`src/lzw_fifo.sv`:
```
// Small register queue with show-ahead read data.
// Generic; no package dependencies.
module lzw_fifo #(
    parameter int W  = 8,
    parameter int AW = 1
) (
    input  logic         aclk,
    input  logic         aresetn,
    input  logic         push,
    input  logic [W-1:0] wdata,
    input  logic         pop,
    output logic [W-1:0] rdata,
    output logic         empty,
    output logic         full
);
    localparam int DEPTH = 2 ** AW;

    logic [W-1:0]  mem_reg [DEPTH];
    logic [AW-1:0] wp_reg, wp_next;
    logic [AW-1:0] rp_reg, rp_next;
    logic [AW:0]   cnt_reg, cnt_next;
    logic          do_push, do_pop;

    // Qualify push and pop with the fill state
    assign full    = (cnt_reg == (AW+1)'(DEPTH));
    assign empty   = (cnt_reg == '0);
    assign do_push = push & ~full;
    assign do_pop  = pop & ~empty;
    assign rdata   = mem_reg[rp_reg];

    // Advance pointers and count
    always_comb begin
        wp_next  = do_push ? wp_reg + 1'b1 : wp_reg;
        rp_next  = do_pop ? rp_reg + 1'b1 : rp_reg;
        cnt_next = cnt_reg;
        if (do_push && !do_pop) begin
            cnt_next = cnt_reg + 1'b1;
        end else if (!do_push && do_pop) begin
            cnt_next = cnt_reg - 1'b1;
        end
    end

    always_ff @(posedge aclk) begin
        if (!aresetn) begin
            wp_reg  <= '0;
            rp_reg  <= '0;
            cnt_reg <= '0;
        end else begin
            wp_reg  <= wp_next;
            rp_reg  <= rp_next;
            cnt_reg <= cnt_next;
        end
    end

    // Store the word at the write pointer
    always_ff @(posedge aclk) begin
        if (do_push) begin
            mem_reg[wp_reg] <= wdata;
        end
    end

endmodule

```
`config.mk`:
```
export PLATFORM = sky130hd
export DESIGN_NAME = lzw_fifo
export DESIGN_NICKNAME = d
export VERILOG_FILES = /design/src/lzw_fifo.sv
export SDC_FILE = /design/constraint.sdc
export NUM_CORES = 1
export LEC_CHECK = 0
export ABC_AREA = 1
export BUFFER_PORTS_ARGS = -buffer_cell sky130_fd_sc_hd__buf_2
export CORE_MARGIN = 4
export CORE_UTILIZATION = 49
export DETAILED_ROUTE_END_ITERATION = 8
export PLACE_DENSITY = 0.76
export SETUP_SLACK_MARGIN = 0.05
export SLEW_MARGIN = 20
export SYNTH_ARGS = -nofsm -noshare
export SYNTH_HDL_FRONTEND = slang
export SYNTH_SLANG_ARGS = --single-unit
```
`constraint.sdc`:
```
create_clock -name aclk -period 1.98 [get_ports aclk]
set_clock_uncertainty 0.15 [all_clocks]
set_input_delay 0.099 -clock aclk [delete_from_list [all_inputs] [get_ports aclk]]
set_output_delay 0.099 -clock aclk [all_outputs]
set_load 0.05 [all_outputs]
```
# Word-level counts from Yosys, hierarchy flattened
# Memory sizes are Yosys's and may differ from the RTL's. A register that Yosys moved wholly into a read port is not among the register bits.
# Index checks and enable logic that the tools add are counted.
[word_totals]
regBits = 4
ram_bits = 16
inputBits = 12
out_inout_bits = 10
mem_count = 1
[classes]
addsub = 4
n_eq_ne = 1
mux = 6
bitwise_logic = 4
n_reduce_logical = 6
[mem_list]
columns = ["memory", "words", "width", "read_ports", "rd_clocked_by_memory_dff", "write_ports", "line_no", "text"]
rows = [
  ["mem_reg", 2, 8, 1, 1, 1, "18", "logic [W-1:0] mem_reg [DEPTH];"],
]
[ops]
columns = ["operator", "n"]
rows = [
  ["2-to-1 mux 1 bit", 4],
  ["2-to-1 mux 2 bit", 2],
  ["adder 1 bit (second input constant)", 2],
  ["adder 2 x 1 -> 2 bit (second input constant)", 1],
  ["AND 1 bit", 2],
  ["equality test 2 bit (second input constant)", 1],
  ["logical AND 1 bit", 2],
  ["logical NOT 1 bit", 2],
  ["logical NOT 2 bit", 1],
  ["inverter 1 bit", 2],
  ["nonzero test 2 bit", 1],
  ["subtractor 2 x 1 -> 2 bit (second input constant)", 1],
]

# Logic depth before layout (Yosys ltp)
# Gate-level depths: netlist (run 1).
[depth]
ltp_word = 7
depth_mapped = 10
ltp_nobuf = 10

# Worst setup path after synthesis (run 1)
# Ideal clock, no wire load.
[synth_timing]
kind = "reg-to-reg"
start = "register cnt_reg[0]"
end = "register cnt_reg[1]"
setup_time_ns = 0.064
arrival_ns = 1.531
required_time_ns = 1.766
slack_ns = 0.235
stages_incl_launch_ff = 10
synth_period_minus_slack_ns = 1.745
cell_sequence = "dfxtp_1 > nor2_2 > nor2_4 > inv_1 > ha_1 > inv_1 > nand3_1 > nand2_1 > inv_1 > nor2_1"
[synth_via]
elab_chain_len = 6
word_cells_on_any_way = 15
cone_classes = "add/sub: 2; eq/ne: 1; mux: 2; bitwise: 4; reduce/logical: 6"
[synth_lines]
columns = ["element", "line_no", "text"]
rows = [
  ["start, declared", "21", "logic [AW:0] cnt_reg, cnt_next;"],
  ["start signal, assigned", "51", "cnt_reg <= cnt_next;"],
  ["logical NOT 2 bit (*)", "26", "assign empty = (cnt_reg == '0);"],
  ["via empty", "13", "output logic empty,"],
  ["inverter 1 bit (*)", "28", "assign do_pop = pop & ~empty;"],
  ["AND 1 bit (*)", "28", ""],
  ["logical NOT 1 bit", "36", "if (do_push && !do_pop) begin"],
  ["logical AND 1 bit", "36", ""],
  ["2-to-1 mux 2 bit / nonzero test 2 bit (equally long branches)", "--", ""],
]
# The timed path passes the listed nets; every way through them passes the cells marked *. The select of a mux whose other input is x is not followed.
# A chain may end at the register's enable or synchronous reset.

==> results of run 1 <==
## synthesized netlist by cell type
library cell | instances | area, µm²
nor2_1 | 9 | 33.8
inv_2 | 3 | 11.3
nand4_1 | 1 | 6.26
edfxtp_1 | 16 | 480
inv_1 | 6 | 22.5
buf_2 | 1 | 5.00
mux2_2 | 8 | 90.1
o21ai_2 | 1 | 8.76
o21ai_1 | 2 | 10.0
nor2_4 | 1 | 11.3
nand3_1 | 1 | 5.00
a21oi_1 | 1 | 5.00
dfxtp_1 | 5 | 100
ha_1 | 1 | 12.5
nor2_2 | 1 | 6.26
nand2_1 | 6 | 22.5
## path summary, 6_finish.rpt
check / start / end / slack (ns) / cells after the start
hold reg to reg: rp_reg / flip-flop / 0.37 / 2
setup / recovery: flip-flop / rdata[5] / 0.29 / 2
setup reg to reg: cnt_reg[1] / cnt_reg[1] / 0.41 / 9
hold / removal: pop / flip-flop / 0.06 / 5
## stage by stage
step	util [%]	instances	cell area, µm²	hold WS (ns)
3_5_place_dp	62.0	101	966	0.140
6_report	70.1	115	1090	0.0563
5_1_grt	70.1	115	1090	0.0764
2_1_floorplan	-	63	831	0.0479
4_1_cts	70.1	115	1090	0.0537
3_3_place_gp	62.0	101	966	0.137
## routing by layer
metal | wire (µm) | vias to the layer above
li1 | - | 290
met3 | 82 | 3
met4 | 27 | 0
met1 | 584 | 253
met5 | 0 | -
met2 | 716 | 16
## timing repair
action                    in CTS  in global routing
resized for setup              0                  0
hold buffers                  10                  0
hold endpoints to repair      21                  0
## power by group
part / total [mW] / switching [mW] / leakage (nW) / internal [mW]
Sequential: 0.623 / 0.0606 / 0.191 / 0.562
Clock: 0.201 / 0.125 / 0.0177 / 0.0754
Combinational: 0.603 / 0.419 / 0.254 / 0.184
Total: 1.43 / 0.605 / 0.462 / 0.821
## area by class of cell
| class | instances | area, µm² |
|---|---|---|
| Sequential cell | 21 | 581 |
| Fill cell | 117 | 465 |
| Timing Repair Buffer | 33 | 220 |
| Multi-Input combinational cell | 32 | 211 |
| Inverter | 9 | 33.8 |
| Clock buffer | 3 | 22.5 |
| Tap cell | 16 | 20.0 |
| Clock inverter | 1 | 5.00 |
## logic make-up (layout without fill, tap and decap cells)
| family | Yosys count | in the layout | share of synthesized area (%) |
|---|---|---|---|
| buffers and inverters | 10 | 46 | 4.67 |
| and+or+nand+nor | 19 | 19 | 10.2 |
| DFF | 21 | 21 | 69.9 |
| adders and majority gates | 1 | 1 | 1.51 |
| muxes | 8 | 8 | 10.8 |
| AOI/OAI and AO/OA | 4 | 4 | 2.86 |
## worst max-delay path: stages, from the launching register on
cell,delay (ns)
dfxtp_1,0.54
mux2_2,0.38
buf_2,0.21
==> impl_results.md, run 1 <==
- Synthesis-to-layout area growth: 31.6%
- Grt peak-use layer: met2
- Overall via count from detail_route: 562
- Post-layout nets: 113
- Standard-cell rows: 14
- Number of port buffers: 21
- PD cells: 1300 nW/µm²
- Vias in the first global route: 570
- Worst VDD drop: 0.783 mV
- Total power draw: between 1 and 1.5 mW
- Detailed Route Iter0 Violations: 6
- Global-route met1 utilization: 13.9%
- Status: completed
- Synthesized netlist net count: 76
- Nature of the critical path endpoint: primary output
- Gr ovfl total: 0
- Setup WS pre-CTS: 0.426 ns
- Final setup margin: 0.295 ns
- Critical path launch point type: flip-flop
- Met3 Track Usage GR: 3.98%
- Largest register FFs: 16
- Vertical extent of the die: 49.2 µm
- Total global routing track utilization: 13.0%
- Half-perimeter wire length after detailed placement: 1030 µm
- Setup repair after global routing missed its margin: no
- Initial antenna violation count: 0
- CTS sink count: 21
- Final period util: 85.1%
- Most frequent cells in the layout: buf_2 (21), edfxtp_1 (16), dlygate4sd3_1 (10)
- Pins over their slew limit: 0
- Most common library cell in the layout ignoring fill and taps: buf_2
- Number of max-capacitance violations reported: 0
- Per-cell via count in the routed design: 4.89
- Achievable frequency: around 590 MHz
- Diode insertion count for antenna repair: 0
- Worst EP arrival: 1.44 ns
- Clk pin slew, worst setup/hold paths: 0.11 ns
- Post-synthesis cell type count: 16
- Met2 global-route usage: 22.5%
- Number of buffers between clock root and the deepest sink: 2
- Leakage power of the design: 0.462 nW
- Die ar.: around 2400 µm²
- Final antenna-violating net count: 0
- Pin count of the biggest net entering global routing: 13
- Effective utilization at floorplan: 53.3%
- Critical path data required time: ~1.7 ns
- Minimum clock period: roughly 1.7 ns
- Die W: 49.2 µm
- Netlist area before placement: 831 µm²
- Worst-case headroom to the max-slew limit: 77.2%
- Global-route wire length before repair: approximately 2300 µm
- Sequential cell area fraction in the yosys report: 69.9%
- Post-CTS setup-driven buffer insertion count: 0
- Worst Hold Class: in2reg
- Yosys warning total: 0
- Avg Synthesized Cell Area: 13.2 µm²
- CTS Buf Count: 3
- Flop and latch count out of synthesis: 21
- Fraction of final layout cells with drive strength greater than 1: 41.4%
- Iteration count of the initial detailed-routing pass: 4
- Number of failing setup endpoints in the final timing report: 0
- Detailed-route wire length: 1410 µm
- Number of hold-slack violations in the final timing report: 0
- Source-to-sink clock delay at the later pin of the worst-skew pair: roughly 0.30 ns
- Residual DRC count: 0
- Count of boundary I/O pins: 22
- H-tree depth: 1
- Area of the core: between 1500 and 2000 µm²
- Number of cells produced by synthesis: 63
- Worst setup path category: reg2out
- Weighted congestion reported at the end of routability-driven placement: 0.662
- Peak fanout along the critical path: 8
- CTS tree: done
- Transition time of the tightest slew-check pin: around 0.34 ns
- Average wire length per cell after detail routing: 12.3 µm
- Root Buffer: clkbuf_4
- Setup TNS Final: 0 ns
Power figures use the tool's default switching activity.
==> run 2: changes to the inputs <==
- ABC_AREA: 1 -> 0
- ABC_CLOCK_PERIOD_IN_PS: not set -> 1980
==> run 2 against run 1 <==
Effect of this change: critical path depth up 4; register-to-register slack got worse by 0.18 ns; utilization grew 0.55 points; maximum frequency is 3.7% lower; largest cell class unchanged.
==> impl_results.md, run 2 <==
- Post-synthesis cell type count: 16
- Share of async-settable or async-resettable flops after synthesis: 0%
- Count of boundary I/O pins: 22
- Die W: 48.5 µm
- Library cell with the largest summed area after synthesis: edfxtp_1
- Switching fraction of total power: 41.5%
- Number of buffers between clock root and the deepest sink: 2
- Standard-cell rows: 14
- Number of max-capacitance violations reported: 0
- Worst setup path category: reg2reg
- PD cells: roughly 1400 nW/µm²
- Post-CTS setup-driven buffer insertion count: 0
- Avg Synthesized Cell Area: around 16 µm²
- Worst EP arrival: 1.84 ns
- Netlist area before placement: ~800 µm²
- Number of enable-type register cells in the synthesized netlist: 16
- Gr ovfl total: 0
- Critical path launch point type: flip-flop
- Multi-input logic area: 220 µm²
- Gate power share: 43.3%
- Achievable frequency: 571 MHz
- Top cells by instance count after synthesis: edfxtp_1 (16), mux2_2 (8), dfxtp_1 (5), nor2_1 (5)
- Number of failing setup endpoints in the final timing report: 0
- Synthesis-to-layout area growth: 34.1%
- Yosys top cell area share: 59.8%
- Area of the core: 1520 µm²
- H-tree depth: 1
- Iteration count of the initial detailed-routing pass: 4
- Post-layout nets: 100
- Status: completed
- Fraction of final layout cells with drive strength greater than 1: 44.2%
- Largest register FFs: 16
- Cell depth of the worst flop-to-flop path: 6
- Number of filler instances in the final layout: about 120
- Worst-case headroom to the max-slew limit: 73.5%
- Most frequently used cell type in the post-synthesis netlist: edfxtp_1
- Vertical extent of the die: between 40 and 50 µm
- Number of port buffers: 21
- Worst Hold Class: in2reg
- Cell count of the worst hold path: 4
- Share of power burned in the clock network: a little over an eighth
- Synthesized netlist net count: 64
- CTS tree: done
- CTS Buf Count: 3
- Per-cell via count in the routed design: 4.84
- Effective utilization at floorplan: 52.7%
- Peak fanout along the critical path: 5
- Most common library cell in the layout ignoring fill and taps: buf_2
- Most frequent cells in the layout: buf_2 (21), edfxtp_1 (16), dlygate4sd3_1 (10)
- Biggest area contributors in the synthesized netlist: edfxtp_1 (60%), dfxtp_1 (12%), mux2_2 (11%)
- Clk pin slew, worst setup/hold paths: around 0.11 ns
- Number of cells produced by synthesis: 51
- Setup repair after global routing missed its margin: no
- Transition time of the tightest slew-check pin: 0.398 ns
- Initial antenna violation count: 0
- Source-to-sink clock delay at the later pin of the worst-skew pair: between 0.2 and 0.3 ns
- Diode insertion count for antenna repair: 0
- Yosys warning total: 0
- Number of hold-slack violations in the final timing report: 0
- Overall via count from detail_route: around 490
- Critical path data required time: approximately 2 ns
- Area taken by flip-flops and latches: 582 µm²
- Detailed Route Iter0 Violations: 5
- Top_reg_cell synth: edfxtp_1
- Internal portion of total power: 0.851 mW
- Final period util: 88.4%
- Final antenna-violating net count: 0
- Nature of the critical path endpoint: flip-flop
- Die ar.: 2350 µm²
- Net switching power: between 0.6 and 0.7 mW
- Setup TNS Final: 0 ns
- Total power draw: ~1.5 mW
- Vias in the first global route: between 400 and 500
- Detailed-route wire length: 1360 µm
- Sequential cell fraction of total power: 43.4%
- Flop and latch count out of synthesis: 21
- Leakage power of the design: 0.436 nW
- Global-route wire length before repair: between 2000 and 2500 µm
- Pin count of the biggest net entering global routing: 13
- Minimum clock period: 1.75 ns
- Half-perimeter wire length after detailed placement: 906 µm
- Sequential cell area fraction in the yosys report: 72.3%
- Root Buffer: clkbuf_4
- Pins over their slew limit: 0
- Worst VDD drop: 0.762 mV
- Average wire length per cell after detail routing: 13.4 µm
- Residual DRC count: 0
- CTS sink count: 21
- Weighted congestion reported at the end of routability-driven placement: 0.684
- Total global routing track utilization: 12.3%
[run 2: changes by cell type in the layout (fill, tap and decap cells not counted), moves of 2 or more]
cell     delta
nand2_1     -6
xor2_1      +3
o21ai_0     +2
inv_2       -3
inv_1       -4
nor2_1      -4
o21ai_1     -2
[run 2: power by group through the flow]
stage | combinational (mW) | clock (mW) | sequential (mW)
floorplan | 0.512 | 0 | 0.605
global placement | 0.599 | 0 | 0.632
detailed placement | 0.606 | 0 | 0.638
CTS | 0.628 | 0.201 | 0.629
global route | 0.672 | 0.225 | 0.642
finish | 0.631 | 0.194 | 0.631
[run 2: timing repair]
| item | 4_1_cts | 5_1_grt |
|---|---|---|
| resized for setup | 0 | 2 |
| hold endpoints to repair | 21 | 0 |
| endpoints found under the setup margin | 0 | 1 |
| hold buffers | 10 | 0 |
[run 2: final cells by class]
type	instances	area share (%)
Inverter	3	1.39
Clock buffer	3	2.09
Sequential cell	21	54.0
Clock inverter	1	0.465
Timing Repair Buffer	32	19.7
Multi-Input combinational cell	26	20.4
Tap cell	16	1.86
[run 2: path summary, 6_finish.rpt]
kind	startpoint	slack (ns)	to
max reg2reg	cnt_reg[0]	0.23	cnt_reg[1]
min	pop	0.08	flip-flop
max	cnt_reg[0]	0.23	cnt_reg[1]
min reg2reg	rp_reg	0.37	flip-flop
[run 2: cell families after synthesis]
family                     Yosys count  synth area share [%]
DFF                                 21                  72.3
and+or+nand+nor                      9                  5.92
muxes                                8                  11.2
AOI/OAI and AO/OA                    5                  3.74
buffers and inverters                4                  2.02
xor gates and xnor gates             3                  3.27
adders and majority gates            1                  1.56
[run 2: metrics by stage]
| stage | cells | util [%] | hold WS (ns) | setup slack (ns) | cell area (µm²) |
|---|---|---|---|---|---|
| 3_3_place_gp | 88 | 61.8 | 0.136 | 0.264 | 942 |
| 3_5_place_dp | 88 | 61.8 | 0.141 | 0.173 | 942 |
| 6_report | 102 | 70.7 | 0.0790 | 0.229 | 1080 |
| 4_1_cts | 102 | 70.2 | 0.0663 | 0.101 | 1070 |
| 2_1_floorplan | 51 | - | 0.0479 | 0.0512 | 815 |
| 5_1_grt | 102 | 70.7 | 0.0827 | 0.118 | 1080 |
[run 2: routing by layer]
layer / vias to the layer above / track usage (%) / wire length [µm]
li1: 254 / - / -
met1: 221 / 14.5 / 588
met2: 17 / 19.3 / 668
met3: 2 / 4.60 / 88
met4: 0 / 6.73 / 17
met5: - / 0 / 0
[run 2: critical path, cell delays in order, from the launching register on]
cell	delay, ns
dfxtp_2	0.39
nand2b_4	0.16
clkinvlp_4	0.11
nor2_1	0.11
ha_1	0.26
or3_1	0.38
a21oi_1	0.14
==> run 3: changes to the inputs <==
- REMOVE_ABC_BUFFERS: not set -> 1
==> run 3 against run 2 <==
Effect of this change: first-iteration DRC count shrank 20%; critical endpoint unchanged; global-route usage grew 0.93 points; non-clock buffer count shrank 1; total power shrank 2.2%; utilization shrank 1.9 points.
==> impl_results.md, run 3 (same netlist as run 2, synthesis figures left out) <==
- Status: completed
- Internal portion of total power: 0.830 mW
- Source-to-sink clock delay at the later pin of the worst-skew pair: 0.29 ns
- Vias in the first global route: about 540
- Count of boundary I/O pins: 22
- Per-cell via count in the routed design: 4.99
- Worst setup path category: reg2reg
- CTS tree: done
- CTS Buf Count: 3
- Achievable frequency: 562 MHz
- Hold Slack: 0.0207 ns
- Gate power share: 42.4%
- Met3 Wirelength: 73 µm
- Number of buffers between clock root and the deepest sink: 2
- Worst Hold Class: in2reg
- Most frequent cells in the layout: buf_2 (21), edfxtp_1 (16), dlygate4sd3_1 (9)
- Minimum clock period: roughly 1.8 ns
- Vertical extent of the die: 48.5 µm
- Net switching power: between 0.5 and 0.6 mW
- Wire length on met1: 562 µm
- Area of the core: 1520 µm²
- H-tree depth: 1
- Top metal layer carrying routed signals: met3
- Global-route wire length before repair: 2390 µm
- Switching fraction of total power: 41.7%
- Share of power burned in the clock network: 14.1%
- Final setup margin: 0.201 ns
- Number of max-capacitance violations reported: 0
- Fraction of final layout cells with drive strength greater than 1: between 40% and 50%
- Detailed-route wire length: 1330 µm
- Transition time of the tightest slew-check pin: 0.419 ns
- Die W: a little under 50 µm
- Synthesis-to-layout area growth: 30.5%
- Half-perimeter wire length after detailed placement: 881 µm
- Number of port buffers: 21
- Standard-cell rows: 14
- Setup TNS Final: 0 ns
- Detailed Route Iter0 Violations: 4
- Setup repair after global routing missed its margin: no
- Iteration count of the initial detailed-routing pass: 3
- Sequential cell fraction of total power: 43.5%
- Peak fanout along the critical path: 5
- Worst VDD drop: 0.786 mV
- Final core utilization: 68.8%
- Gr ovfl total: 0
- Largest register FFs: 16
- Diode insertion count for antenna repair: 0
- Clk pin slew, worst setup/hold paths: between 0.1 and 0.15 ns
- PD cells: about 1400 nW/µm²
- Root Buffer: clkbuf_4
- Weighted congestion reported at the end of routability-driven placement: 0.867
- Number of failing setup endpoints in the final timing report: 0
- Number of hold-slack violations in the final timing report: 0
- Pin count of the biggest net entering global routing: 13
- Worst-case headroom to the max-slew limit: between 70% and 80%
- Leakage power of the design: 0.434 nW
- Final antenna-violating net count: 0
- Most common library cell in the layout ignoring fill and taps: buf_2
- Residual DRC count: 0
- Critical path data required time: between 2 and 2.5 ns
- Total global routing track utilization: 13.3%
- CTS sink count: 21
- Overall via count from detail_route: 504
- Initial antenna violation count: 0
- Nature of the critical path endpoint: flip-flop
- Die ar.: 2350 µm²
- Final period util: 89.9%
- Critical path launch point type: flip-flop
- Total power draw: 1.42 mW
- Worst EP arrival: 1.86 ns
- Setup WS pre-CTS: 0.240 ns
- Amount of wire on met2 after detailed routing: 695 µm
- Average wire length per cell after detail routing: roughly 13 µm
- Post-layout nets: 99
- Pins over their slew limit: 0
- Effective utilization at floorplan: 52.7%
## run 3: timing repair
action / in CTS / in global routing
hold endpoints to repair: 21 / 0
gates resized for setup: 0 / 0
setup buffers: 0 / 0
hold buffers: 9 / 0
setup endpoints to repair: 0 / 0
## run 3: final cells by class
type	instances	area, µm²
flip-flops and latches	21	581
fillers	112	475
multi-input cells	26	206
repair buffers	31	203
clock buffers	3	22.5
well taps	16	20.0
inverters	3	11.3
clock inverters	1	5.00
## run 3: worst max-delay path, cell delays in order (launching register included)
cell and delay (ns):
dfxtp_1 0.43, nand2b_1 0.16, inv_1 0.07, nor2_1 0.11, ha_1 0.27, or3_1 0.38
a21oi_1 0.15
## run 3: stage by stage
step / instances / instance area [µm²]
6_report: 101 / 1050
3_5_place_dp: 88 / 931
4_1_cts: 101 / 1050
3_3_place_gp: 88 / 931
2_1_floorplan: 50 / 798
5_1_grt: 101 / 1050
## run 3: worst paths after layout
path,startpoint,to,slack (ns),depth (start not counted)
setup reg to reg,cnt_reg[0],cnt_reg[1],0.20,6
hold / removal,push,wp_reg,0.02,3
hold reg to reg,rp_reg,rp_reg,0.37,2
setup / recovery,cnt_reg[0],cnt_reg[1],0.20,6
## run 3: per-layer routing
metal / GRT usage [%] / vias up
met2: 22.4 / 12
met1: 14.4 / 235
met4: 6.73 / 0
li1: - / 257
met5: 0 / -
met3: 4.91 / 0
## run 3: power groups by stage
stage          Combinational (mW)  Sequential (mW)  Clock, mW
3_3_place_gp                0.585            0.627          0
5_1_grt                     0.652            0.632      0.235
2_1_floorplan               0.475            0.615          0
4_1_cts                     0.610            0.620      0.211
3_5_place_dp                0.594            0.630          0
6_report                    0.604            0.620      0.200
